$ cat src/rtl/chmc_pkg.sv
`timescale 1ns / 1ps
package chmc_pkg;
    localparam int MAX_POINTS_DEF = 64;
    localparam int COORD_BITS_DEF = 16;
    localparam int QUEUE_DEPTH = 2;

    typedef enum logic [3:0] {
        ST_LOAD,
        ST_SORT_RD,
        ST_SORT_CMP,
        ST_SORT_WR,
        ST_HULL_RD,
        ST_HULL_MUL,
        ST_HULL_CMP,
        ST_HULL_WAIT,
        ST_OUT_RD,
        ST_OUT_WAIT,
        ST_OUT_PUSH
    } hull_state_t;
endpackage

$ cat src/rtl/chmc_front.sv
`timescale 1ns / 1ps
// Front: registers accepted points into a short queue.
module chmc_front #(
    parameter int COORD_BITS = chmc_pkg::COORD_BITS_DEF
) (
    input  logic                         clk,
    input  logic                         rst_n,
    input  logic                         push,
    output logic                         full,
    input  logic signed [COORD_BITS-1:0] point_x,
    input  logic signed [COORD_BITS-1:0] point_y,
    input  logic                         last_point,
    output logic                         q_valid,
    input  logic                         q_take,
    output logic signed [COORD_BITS-1:0] q_x,
    output logic signed [COORD_BITS-1:0] q_y,
    output logic                         q_last
);
    localparam int W = 2 * COORD_BITS + 1;
    logic [W-1:0] slot_reg [chmc_pkg::QUEUE_DEPTH];
    logic         wp_reg, rp_reg;
    logic [1:0]   cnt_reg;
    logic         do_push;

    assign full    = (cnt_reg == 2'(chmc_pkg::QUEUE_DEPTH));
    assign do_push = push && !full;
    assign q_valid = (cnt_reg != 2'd0);
    assign {q_x, q_y, q_last} = slot_reg[rp_reg];

    always_ff @(posedge clk)
    begin
        if (do_push)
        begin
            slot_reg[wp_reg] <= {point_x, point_y, last_point};
        end
    end

    always_ff @(posedge clk or negedge rst_n)
    begin
        if (!rst_n)
        begin
            wp_reg  <= 1'b0;
            rp_reg  <= 1'b0;
            cnt_reg <= 2'd0;
        end
        else
        begin
            if (do_push)
            begin
                wp_reg <= !wp_reg;
            end
            if (q_take && q_valid)
            begin
                rp_reg <= !rp_reg;
            end
            cnt_reg <= cnt_reg + 2'(do_push) - 2'(q_take && q_valid);
        end
    end

    assert property (@(posedge clk) disable iff (!rst_n) cnt_reg <= 2'(chmc_pkg::QUEUE_DEPTH))
        else $error("queue count out of range");
    assert property (@(posedge clk) disable iff (!rst_n)
        (do_push && !(q_take && q_valid)) |=> q_valid)
        else $error("pushed entry not visible");
    assert property (@(posedge clk) disable iff (!rst_n) !(q_take && !q_valid))
        else $error("take from empty queue");
endmodule

$ cat config.mk
export PLATFORM = sky130hd
export DESIGN_NAME = chmc_front
export DESIGN_NICKNAME = d
export VERILOG_FILES = /design/src/rtl/chmc_pkg.sv /design/src/rtl/chmc_front.sv
export SDC_FILE = /design/constraint.sdc
export NUM_CORES = 1
export LEC_CHECK = 0
export BUFFER_PORTS_ARGS = -buffer_cell sky130_fd_sc_hd__buf_2
export CELL_PAD_IN_SITES_DETAIL_PLACEMENT = 1
export CELL_PAD_IN_SITES_GLOBAL_PLACEMENT = 2
export CORE_MARGIN = 2
export CORE_UTILIZATION = 41
export DETAILED_ROUTE_END_ITERATION = 16
export GPL_TIMING_DRIVEN = 0
export PLACE_DENSITY_LB_ADDON = 0.1
export SLEW_MARGIN = 0
export SYNTH_ARGS = -nofsm -noshare
export SYNTH_HDL_FRONTEND = slang
export SYNTH_SLANG_ARGS = --single-unit
$ cat constraint.sdc
create_clock -name clk -period 7.1 [get_ports clk]
set_input_delay 1.42 -clock clk [delete_from_list [all_inputs] [get_ports clk]]
set_output_delay 1.42 -clock clk [all_outputs]
set_load 0.01 [all_outputs]
==> results.cfg, run 1 <==
[placed_design]
hpwlAfterDp_um = 3120
port_buffers = 71
finalWeightedCongestion = 0.727

[synth]
synth_nets = 160
synth_largest_type_area_fraction_pct = 73.1
seq_area_frac_synth_pct = 76.8
post_synth_instance_area_mm2 = 0.00271
yosys_warnings = 0
post_synth_main_area_contributors = sky130_fd_sc_hd__edfxtp_1 73%, sky130_fd_sc_hd__mux2_4 16%, sky130_fd_sc_hd__dfrtp_1 3.7%
post-synth-top-area-cell = sky130_fd_sc_hd__edfxtp_1
synthesis_stage_register_bit_count = 70
postSynthCellCount = 121
netlist-cell-type-count = 15
average_size_of_a_mapped_cell_um2 = 22.4

[clock_tree]
clock_tree.buffer_depth = 2
cts-root-buf = sky130_fd_sc_hd__clkbuf_8
ctsResizeCount = 0
hold_buffers = 0
cts.sink_count = 70
cts_max_level = 3
clk-insertion-delay-late_ps = 330
cts_buffers = 9
cts_tree = done
worst_setup_hold_path_clk_slew_ps = 70
post-cts-setup-buffer-count = 0

[pwr]
power_leakage_nw = 1.39
power_frac_seq_pct = 42.2
swShare_pct = 28.0
internal_power_consumption_w = 0.00102
combinationalPowerShare_pct = 34.4
power.net_switching_w = 0.000395
clock_group_share_of_total_power_pct = 23.4
power.density_mw_per_mm2 = 416
max-vdd-ir-drop_uv = 209

[worst_setup_path]
cp_num_buf_inv = 3
timing.setup.critical_path_class = flop to primary output
crit_chain = buf_6 -> buf_6 -> mux2_4 -> buf_2
data_arrival_time_of_the_worst_path_ps = 1440
timing.critical_path.from_type = flop
critPathRequiredTime_ps = 5680
path_delay_family = buffers and inverters
timing.critical_path.slowest_stage_cell = sky130_fd_sc_hd__dfrtp_1
worstSetupEndpointType = primary output
most_frequent_cell_on_critical_path = sky130_fd_sc_hd__buf_6
largest_incremental_delay_on_the_critical_path_ps = 340
critical_path_maximum_fanout = 10

[floorplan]
fp.coreArea_mm2 = 0.00639
io_pins = 72
floorplan.initialDensity_pct = 42.4
rows = 29
floorplan.die_area_mm2 = 0.00728
die_width_um = 85.3
die_h_um = 85.3

[sta]
unrepaired_setup_endpoints_after_global_routing = false
final-setup-viol-count = 0
setup-tns-final_ps = 0
max_slew_margin_pct = 45.9
final_period_minus_worst_setup_slack_ps = 2860
clock_skew_ps = 5.33
max_freq_ghz = 0.349
fin_crit_sh_pct = 40.3
hold_violations = 0
hold_ws_ps = 525
worstMarginPinSlew_ps = 811
report.final.slew_viol_count = 0

[global_routing]
grt_antenna_before_repair = 0
gr_overflow_total = 0
first_pass_grt_wire_length_um = 7180
maximum_number_of_pins_on_one_net_before_global_route_repair = 34
all_layer_global_routing_usage_pct = 13.3
first_global_vias = 1481

[job]
maxCapViolCount = 0

[routing]
drc = 0
total_number_of_vias = 1323
post_drt_via_cell_ratio = 4.63
first_pass_iters = 4
detail_route.wl_per_cell_um = 15.8
drtAntennaViolNets = 0
drt_iter0_markers = 55
detail_route.wirelength_um = 4510

[final_layout]
final_core_utilization_pct = 53.3
most_common_cell_after_layout_fill_and_taps_aside = sky130_fd_sc_hd__buf_2
layout-drive-gt1-share_pct = 59.8
design.final.nets = 243
largest_reg_flops = 66
diode_count = 0
leading_cell_types_in_the_layout_fill_and_taps_excluded = 71 x sky130_fd_sc_hd__buf_2, 66 x sky130_fd_sc_hd__edfxtp_1, 29 x sky130_fd_sc_hd__mux2_4, 9 x sky130_fd_sc_hd__clkbuf_8
area_growth_syn_to_layout_pct = 25.6

[hold_path]
worstHoldPathType = flop to flop

[run_status]
run_status = completed
## Yosys cell counts, drive strengths merged
cell type  number
inv             2
and3            1
dfrtp           4
ha              2
buf             4
nand2           1
mux2           33
edfxtp         66
or2             1
nand2b          1
xnor2           3
nor2            1
and2            1
xor2            1
## through the flow
stage / setup slack (ps) / total power, W / area (µm²) / cells
after floorplan: 3770 / 0.000937 / 2710 / 121
after global placement: 2930 / 0.00107 / 3160 / 269
after detailed placement: 4420 / 0.00111 / 3200 / 270
after CTS: 4200 / 0.00144 / 3400 / 286
after global routing: 4170 / 0.00149 / 3400 / 286
final: 4240 / 0.00141 / 3400 / 286
## final cells by class
type                            instances  area [µm²]
Buffer                                  4        45.0
Clock buffer                           11         131
Clock inverter                          5        73.8
Fill cell                             606        2980
Inverter                                2        7.51
Multi-Input combinational cell         45         584
Sequential cell                        70        2080
Tap cell                               77        96.3
Timing Repair Buffer                   72         383
## final timing paths
path	cells after the start	startpoint	endpoint	slack (ps)
min	1	cnt_reg[0]$_DFF_PN0_	cnt_reg[0]$_DFF_PN0_	520
min in group asynchronous	1	rst_n	rp_reg$_DFFE_PN0P_	890
max reg2reg	7	cnt_reg[1]$_DFF_PN0_	cnt_reg[1]$_DFF_PN0_	5400
max	4	rp_reg$_DFFE_PN0P_	q_y[7]	4240
max in group asynchronous	1	rst_n	wp_reg$_DFFE_PN0N_	6090
min reg2reg	1	cnt_reg[0]$_DFF_PN0_	cnt_reg[0]$_DFF_PN0_	520
## metal layers
| metal | up-vias | part of all wire, % | track usage, % | wire [µm] |
|---|---|---|---|---|
| met5 | - | 0 | 0 | 0 |
| met4 | 0 | 1.8 | 7.50 | 80 |
| met3 | 8 | 5.7 | 3.70 | 257 |
| met2 | 47 | 53 | 22.8 | 2400 |
| met1 | 635 | 39 | 15.0 | 1770 |
| li1 | 633 | - | - | - |
## kinds of logic (layout without fill, tap and decap cells)
kind of cell / count (synthesis) / in the layout / synth area share, %
xor+xnor: 4 / 4 / 1.29
fa+ha+maj: 2 / 2 / 0.923
buf+inv: 6 / 94 / 1.94
flops: 70 / 70 / 76.8
mux: 33 / 33 / 17.7
simple gates: 6 / 6 / 1.29
## power by group through the flow
stage / clock, W / sequential (W) / combinational (W)
3_3_place_gp: 0 / 0.000603 / 0.000471
5_1_grt: 0.000356 / 0.000607 / 0.000527
3_5_place_dp: 0 / 0.000608 / 0.000498
6_report: 0.000331 / 0.000597 / 0.000487
2_1_floorplan: 0 / 0.000598 / 0.000340
4_1_cts: 0.000340 / 0.000599 / 0.000500
(Power assumes the default switching activity.)
==> run 2, diff against run 1 <==
--- a/config.mk
+++ b/config.mk
@@ -5,11 +5,12 @@
 export SDC_FILE = /design/constraint.sdc
 export NUM_CORES = 1
 export LEC_CHECK = 0
+export ABC_AREA = 1
 export BUFFER_PORTS_ARGS = -buffer_cell sky130_fd_sc_hd__buf_2
 export CELL_PAD_IN_SITES_DETAIL_PLACEMENT = 1
 export CELL_PAD_IN_SITES_GLOBAL_PLACEMENT = 2
 export CORE_MARGIN = 2
-export CORE_UTILIZATION = 41
+export CORE_UTILIZATION = 34
 export DETAILED_ROUTE_END_ITERATION = 16
 export GPL_TIMING_DRIVEN = 0
 export PLACE_DENSITY_LB_ADDON = 0.1
==> constraint.sdc (replaced) <==
create_clock -name clk -period 2.7 [get_ports clk]
set_input_delay 0.54 -clock clk [delete_from_list [all_inputs] [get_ports clk]]
set_output_delay 0.54 -clock clk [all_outputs]
set_load 0.01 [all_outputs]
==> run 2 against run 1 <==
  * Largest cell class unchanged
  * Total power rose by 150%
  * Cell area fell by 0.59%
  * Clock skew rose by 2.3 ps
  * Worst setup slack got worse by 3400 ps
  * Sequential power rose to 2.6 times the previous value
  * Utilization fell by 9.3 points
  * Combinational power rose to 2.7 times the previous value
  * Synthesized area fell by 0.69%
  * Sequential share of layout area rose by 0.36 points
  * Final cell count rose by 38%
==> results.cfg, run 2 <==
[run_status]
run_status = completed

[synth]
post_synth_instance_area_mm2 = 0.00269
postSynthCellCount = 205
yosys.cell_count.top_type = sky130_fd_sc_hd__nand2_1
synthesis_stage_register_bit_count = 70
xor_xnor_share_of_the_synthesized_area_pct = 0
seq_area_frac_synth_pct = 77.4
yosys.area_share.adder_pct = 0.930
post_synth_most_frequent_cells = 102 x sky130_fd_sc_hd__nand2_1, 66 x sky130_fd_sc_hd__edfxtp_1, 10 x sky130_fd_sc_hd__nand2_2
async_reset_ff_share_pct = 5.71
average_size_of_a_mapped_cell_um2 = 13.1
yosys_warnings = 0
synth_simple_gate_area_share_pct = 17.2
synth_compound_gate_area_share_pct = 0
largest_family_of_logic_cells_by_synthesized_area = simple AND/OR/NAND/NOR gates
post-synth-top-area-cell = sky130_fd_sc_hd__edfxtp_1
synth_nets = 244
muxShareOfSynthArea_pct = 0
synth_flop_cell = sky130_fd_sc_hd__edfxtp_1
synth-edff-count = 66
synth_largest_type_area_fraction_pct = 73.6
netlist-cell-type-count = 12
post_synth_main_area_contributors = sky130_fd_sc_hd__edfxtp_1 74%, sky130_fd_sc_hd__nand2_1 14%, sky130_fd_sc_hd__dfrtp_1 3.7%

[worst_setup_path]
worstSetupEndpointType = primary output
crit_chain = buf_6 -> inv_8 -> buf_8 -> nand2_2 -> nand2_1 -> buf_2
timing.critical_path.from_type = flop
critPathRequiredTime_ps = 2160
largest_incremental_delay_on_the_critical_path_ps = 370
critical_path_maximum_fanout = 10
timing.critical_path.slowest_stage_cell = sky130_fd_sc_hd__dfrtp_1
timing.setup.critical_path_class = flop to primary output
data_arrival_time_of_the_worst_path_ps = 1320
r2r_slack_ps = 910

[routing]
drc = 0
first_pass_iters = 4
drtAntennaViolNets = 0
detail_route.wl_per_cell_um = 12.7
total_number_of_vias = 1724
detail_route.wirelength_um = 5030
post_drt_via_cell_ratio = 4.36
drt_iter0_markers = 50

[placed_design]
hpwlAfterDp_um = 3530
finalWeightedCongestion = 0.693
pre_cts_ws_ps = 731
port_buffers = 71
dpl_cell_area_mm2 = 0.00323

[sta]
hold_violations = 0
unrepaired_setup_endpoints_after_global_routing = false
report.final.slew_viol_count = 0
clock_skew_ps = 7.58
setup-tns-final_ps = 0
final-setup-viol-count = 0
final_period_minus_worst_setup_slack_ps = 1860
max_freq_ghz = 0.539
final.setup.worst_slack_ps = 843
max_slew_margin_pct = 41.7
worstMarginPinSlew_ps = 874
fin_crit_sh_pct = 68.8

[clock_tree]
cts.sink_count = 70
cts-root-buf = sky130_fd_sc_hd__clkbuf_8
ctsResizeCount = 0
cts_max_level = 3
clk-insertion-delay-late_ps = 330
cts_buffers = 9
cts_tree = done
clock_tree.buffer_depth = 2
worst_setup_hold_path_clk_slew_ps = 70

[final_layout]
most_common_cell_after_layout_fill_and_taps_aside = sky130_fd_sc_hd__nand2_1
fillerInstances = 844
largest_reg_flops = 66
layout.area.seq_mm2 = 0.00208
area_growth_syn_to_layout_pct = 25.7
leading_cell_types_in_the_layout_fill_and_taps_excluded = 102 x sky130_fd_sc_hd__nand2_1, 71 x sky130_fd_sc_hd__buf_2, 66 x sky130_fd_sc_hd__edfxtp_1, 10 x sky130_fd_sc_hd__nand2_2
diode_count = 0
design.final.nets = 329
design_area_mm2 = 0.00338
layout-drive-gt1-share_pct = 34.8
multi_input_area_um2 = 497

[pwr]
power_leakage_nw = 1.50
power.density_mw_per_mm2 = 1040
max-vdd-ir-drop_uv = 409

[floorplan]
die_h_um = 93.0
floorplan.initialDensity_pct = 35.0
floorplan.die_area_mm2 = 0.00864
fp.coreArea_mm2 = 0.00769
rows = 32
die_width_um = 93.0
io_pins = 72

[global_routing]
maximum_number_of_pins_on_one_net_before_global_route_repair = 27
gr_overflow_total = 0
first_global_vias = 1756
first_pass_grt_wire_length_um = 8200
grt_antenna_before_repair = 0
all_layer_global_routing_usage_pct = 12.8

[job]
maxCapViolCount = 0

[hold_path]
worstHoldPathType = primary input to flop
[run 2: changes by cell type after synthesis, moves of 4 or more]
| cell | previous run | this run |
|---|---|---|
| sky130_fd_sc_hd__mux2_4 | 29 | 0 |
| sky130_fd_sc_hd__inv_1 | 2 | 9 |
| sky130_fd_sc_hd__nand2_1 | 1 | 102 |
| sky130_fd_sc_hd__mux2_2 | 4 | 0 |
| sky130_fd_sc_hd__nand2_2 | 0 | 10 |
[run 2: worst paths after layout]
kind	startpoint	endpoint	cells past startpoint
setup / recovery	rp_reg$_DFFE_PN0P_	q_y[6]	6
hold / removal	point_y[3]	slot_reg[0][4]$_DFFE_PP_	1
setup reg to reg	cnt_reg[1]$_DFF_PN0_	slot_reg[0][13]$_DFFE_PP_	4
hold reg to reg	wp_reg$_DFFE_PN0N_	wp_reg$_DFFE_PN0N_	2
max in group asynchronous	rst_n	cnt_reg[1]$_DFF_PN0_	2
min in group asynchronous	rst_n	rp_reg$_DFFE_PN0P_	2
[run 2: per-stage QoR]
| stage | cells | util [%] | hold WS [ps] | power, W |
|---|---|---|---|---|
| 2_1_floorplan | 205 | - | 244 | 0.00238 |
| 3_3_place_gp | 378 | 41.3 | 360 | 0.00288 |
| 3_5_place_dp | 380 | 42.0 | 356 | 0.00296 |
| 4_1_cts | 395 | 44.0 | 377 | 0.00361 |
| 5_1_grt | 395 | 44.0 | 384 | 0.00381 |
| 6_report | 395 | 44.0 | 399 | 0.00353 |
[run 2: logic make-up after synthesis]
group                      count (synthesis)
DFF                                       70
adders and majority gates                  2
buffers and inverters                     17
and+or+nand+nor                          116
[run 2: per-layer routing]
metal,up-vias,part of all wire [%],global-route usage [%]
met4,0,2.8,7.72
met3,13,6.4,3.87
li1,850,-,-
met2,51,50,21.3
met1,810,41,14.6
met5,-,0,0
[run 2: repair_timing]
action | in CTS | in global routing
hold buffers | 1 | 0
buffers inserted | 0 | 0
hold endpoints to repair | 4 | 0
[run 2: layout make-up]
cell class	count	share of cell area (%)
sequential	70	61.5
multi-input combinational	118	14.7
timing repair buffer	74	12.2
clock buffer	10	3.77
tap	102	3.77
buffer	7	2.22
inverter	10	1.33
clock inverter	4	0.481
[run 2: power by group]
group | leakage (nW) | switching (W) | internal (W)
logic | 0.762 | 0.000821 | 0.000511
registers | 0.662 | 0.0000644 | 0.00149
clock network | 0.0745 | 0.000334 | 0.000312
total | 1.50 | 0.00122 | 0.00231
[run 2: worst max-delay path, delay by kind of cell, from the launching register on]
kind | cells | cell delay (ps)
flip-flops | 1 | 370
buffers and inverters | 4 | 500
AND/OR/NAND/NOR | 2 | 110
==> run 3, diff against run 2 <==
--- a/config.mk
+++ b/config.mk
@@ -10,7 +10,7 @@
 export CELL_PAD_IN_SITES_DETAIL_PLACEMENT = 1
 export CELL_PAD_IN_SITES_GLOBAL_PLACEMENT = 2
 export CORE_MARGIN = 2
-export CORE_UTILIZATION = 34
+export CORE_UTILIZATION = 31
 export DETAILED_ROUTE_END_ITERATION = 16
 export GPL_TIMING_DRIVEN = 0
 export PLACE_DENSITY_LB_ADDON = 0.1
==> constraint.sdc (replaced) <==
create_clock -name clk -period 1.49 [get_ports clk]
set_input_delay 0.298 -clock clk [delete_from_list [all_inputs] [get_ports clk]]
set_output_delay 0.298 -clock clk [all_outputs]
set_load 0.01 [all_outputs]
==> run 3 against run 2 <==
  * The run now ends with setup timing left
  * Global-route usage is essentially flat
  * Critical path depth unchanged
  * Count of clock-buffer cells in the layout is 1 higher
  * First-iteration DRC count up 4.0%
  * Non-clock buffer count grew 12
  * Critical path type unchanged
==> results.cfg, run 3 (synthesized netlist as in run 2, its figures left out) <==
[routing]
highest_metal_layer_with_signal_wires = met4
wl_met3_um = 264
drc = 0
drt_iter0_markers = 52
m1WireLength_um = 2470
detailroute.wirelength.met2_um = 3020
detail_route.wirelength_um = 5810
post_drt_via_cell_ratio = 4.30
detail_route.wl_per_cell_um = 14.0
total_number_of_vias = 1780
first_pass_iters = 4
drtAntennaViolNets = 0

[hold_path]
worstHoldPathType = primary input to flop
min_path_cells = 1
hold_path_startpoint = point_y[10]
hold-path-endpoint = slot_reg[0][11]$_DFFE_PP_

[floorplan]
floorplan.die_area_mm2 = 0.00944
io_pins = 72
rows = 33
floorplan.initialDensity_pct = 32.4
die_width_um = 97.2
die_h_um = 97.2
fp.coreArea_mm2 = 0.00830

[placed_design]
finalWeightedCongestion = 0.696
port_buffers = 71
pre_cts_ws_ps = -442
dpl_cell_area_mm2 = 0.00319
hpwlAfterDp_um = 3440

[worst_setup_path]
data_arrival_time_of_the_worst_path_ps = 1310
timing.critical_path.from_type = flop
worst_r2r_startpoint = wp_reg$_DFFE_PN0N_
worstSetupEndpointType = primary output
timing.setup.critical_path_class = flop to primary output
timing.rr.end = slot_reg[0][20]$_DFFE_PP_
critPathRequiredTime_ps = 1190
worst_r2r_path_depth = 4
r2r_slack_ps = 100
critical_path_maximum_fanout = 8

[sta]
final-setup-viol-count = 33
max_slew_margin_pct = 79.0
fin_crit_sh_pct = 108
unrepaired_setup_endpoints_after_global_routing = true
final_period_minus_worst_setup_slack_ps = 1610
final.setup.worst_slack_ps = -119
hold_violations = 0
max_freq_ghz = 0.622
report.final.slew_viol_count = 0
setup-tns-final_ps = -3040
clock_skew_ps = 4.69
worstMarginPinSlew_ps = 314

[final_layout]
design_area_mm2 = 0.00395
diode_count = 0
final_core_utilization_pct = 47.6
design.final.nets = 343
largest_reg_flops = 66
most_common_cell_after_layout_fill_and_taps_aside = sky130_fd_sc_hd__edfxtp_1
layout-drive-gt1-share_pct = 53.4
area_growth_syn_to_layout_pct = 46.7
leading_cell_types_in_the_layout_fill_and_taps_excluded = 66 x sky130_fd_sc_hd__edfxtp_1, 64 x sky130_fd_sc_hd__nand2_1, 54 x sky130_fd_sc_hd__buf_2, 29 x sky130_fd_sc_hd__nand2_2, 19 x sky130_fd_sc_hd__nand2_4

[pwr]
power_leakage_nw = 1.72
power.density_mw_per_mm2 = 2010
max-vdd-ir-drop_uv = 786
power.total_w = 0.00795

[clock_tree]
clk-insertion-delay-late_ps = 330
cts-root-buf = sky130_fd_sc_hd__clkbuf_8
cts.sink_count = 70
worst_setup_hold_path_clk_slew_ps = 70
clock_tree.buffer_depth = 2
cts_tree = done
cts_max_level = 3
cts_buffers = 9

[global_routing]
gr_overflow_total = 0
first_pass_grt_wire_length_um = 9110
maximum_number_of_pins_on_one_net_before_global_route_repair = 18
first_global_vias = 1763
grt_antenna_before_repair = 0
all_layer_global_routing_usage_pct = 12.8

[run_status]
violated_checks = setup timing
run_status = finished with violations

[job]
maxCapViolCount = 0
==> run 3: what timing repair did <==
action,CTS,global route
resized for setup,11,77
cloned,3,2
setup endpoints to repair,97,69
buffers inserted,11,1
pin swaps,2,5
hold buffers,1,0
hold endpoints to repair,4,0
==> run 3: final cells by class <==
cell class	instances	area (µm²)
fill	856	4350
timing repair buffer	87	689
multi-input combinational	119	726
inverter	10	53.8
buffer	6	76.3
timing repair inverter	1	7.51
sequential	70	2080
clock buffer	11	131
clock inverter	5	50.0
tap	105	131
==> run 3: worst max-delay path, cell delays in order (launching register included) <==
cell                        delay, ps
sky130_fd_sc_hd__dfrtp_1          340
sky130_fd_sc_hd__buf_6            140
sky130_fd_sc_hd__clkinv_8         100
sky130_fd_sc_hd__clkbuf_16        180
sky130_fd_sc_hd__nand2_1           50
sky130_fd_sc_hd__nand2_1           40
sky130_fd_sc_hd__buf_2            130
==> run 3: how the worst max path moves through the flow <==
stage                                     from                   endpoint  slack, ps  cells after the start
after floorplan           cnt_reg[1]$_DFF_PN0_   slot_reg[1][0]$_DFFE_PP_          2                      3
after global placement    cnt_reg[0]$_DFF_PN0_  slot_reg[0][19]$_DFFE_PP_       -420                      4
after detailed placement  cnt_reg[0]$_DFF_PN0_  slot_reg[0][19]$_DFFE_PP_       -440                      4
after CTS                   rp_reg$_DFFE_PN0P_                    q_x[11]       -170                      6
after global routing        rp_reg$_DFFE_PN0P_                    q_x[14]       -200                      6
final                       rp_reg$_DFFE_PN0P_                     q_x[6]       -120                      6
==> run 3: metal layers <==
| metal | track usage, % | vias up |
|---|---|---|
| met1 | 15.6 | 839 |
| met5 | 0 | - |
| li1 | - | 881 |
| met3 | 3.88 | 7 |
| met4 | 4.23 | 0 |
| met2 | 21.7 | 53 |
==> run 3: per-stage QoR <==
step	std cells	hold WS, ps
CTS	411	128
global placement	381	119
detailed placement	381	117
global route	414	130
floorplan	205	2.41
finish	414	155
==> run 3: report_power, final <==
group          switching (W)  total (W)  internal, W
combinational        0.00193    0.00367      0.00173
sequential          0.000170    0.00286      0.00269
clock               0.000653    0.00142     0.000763
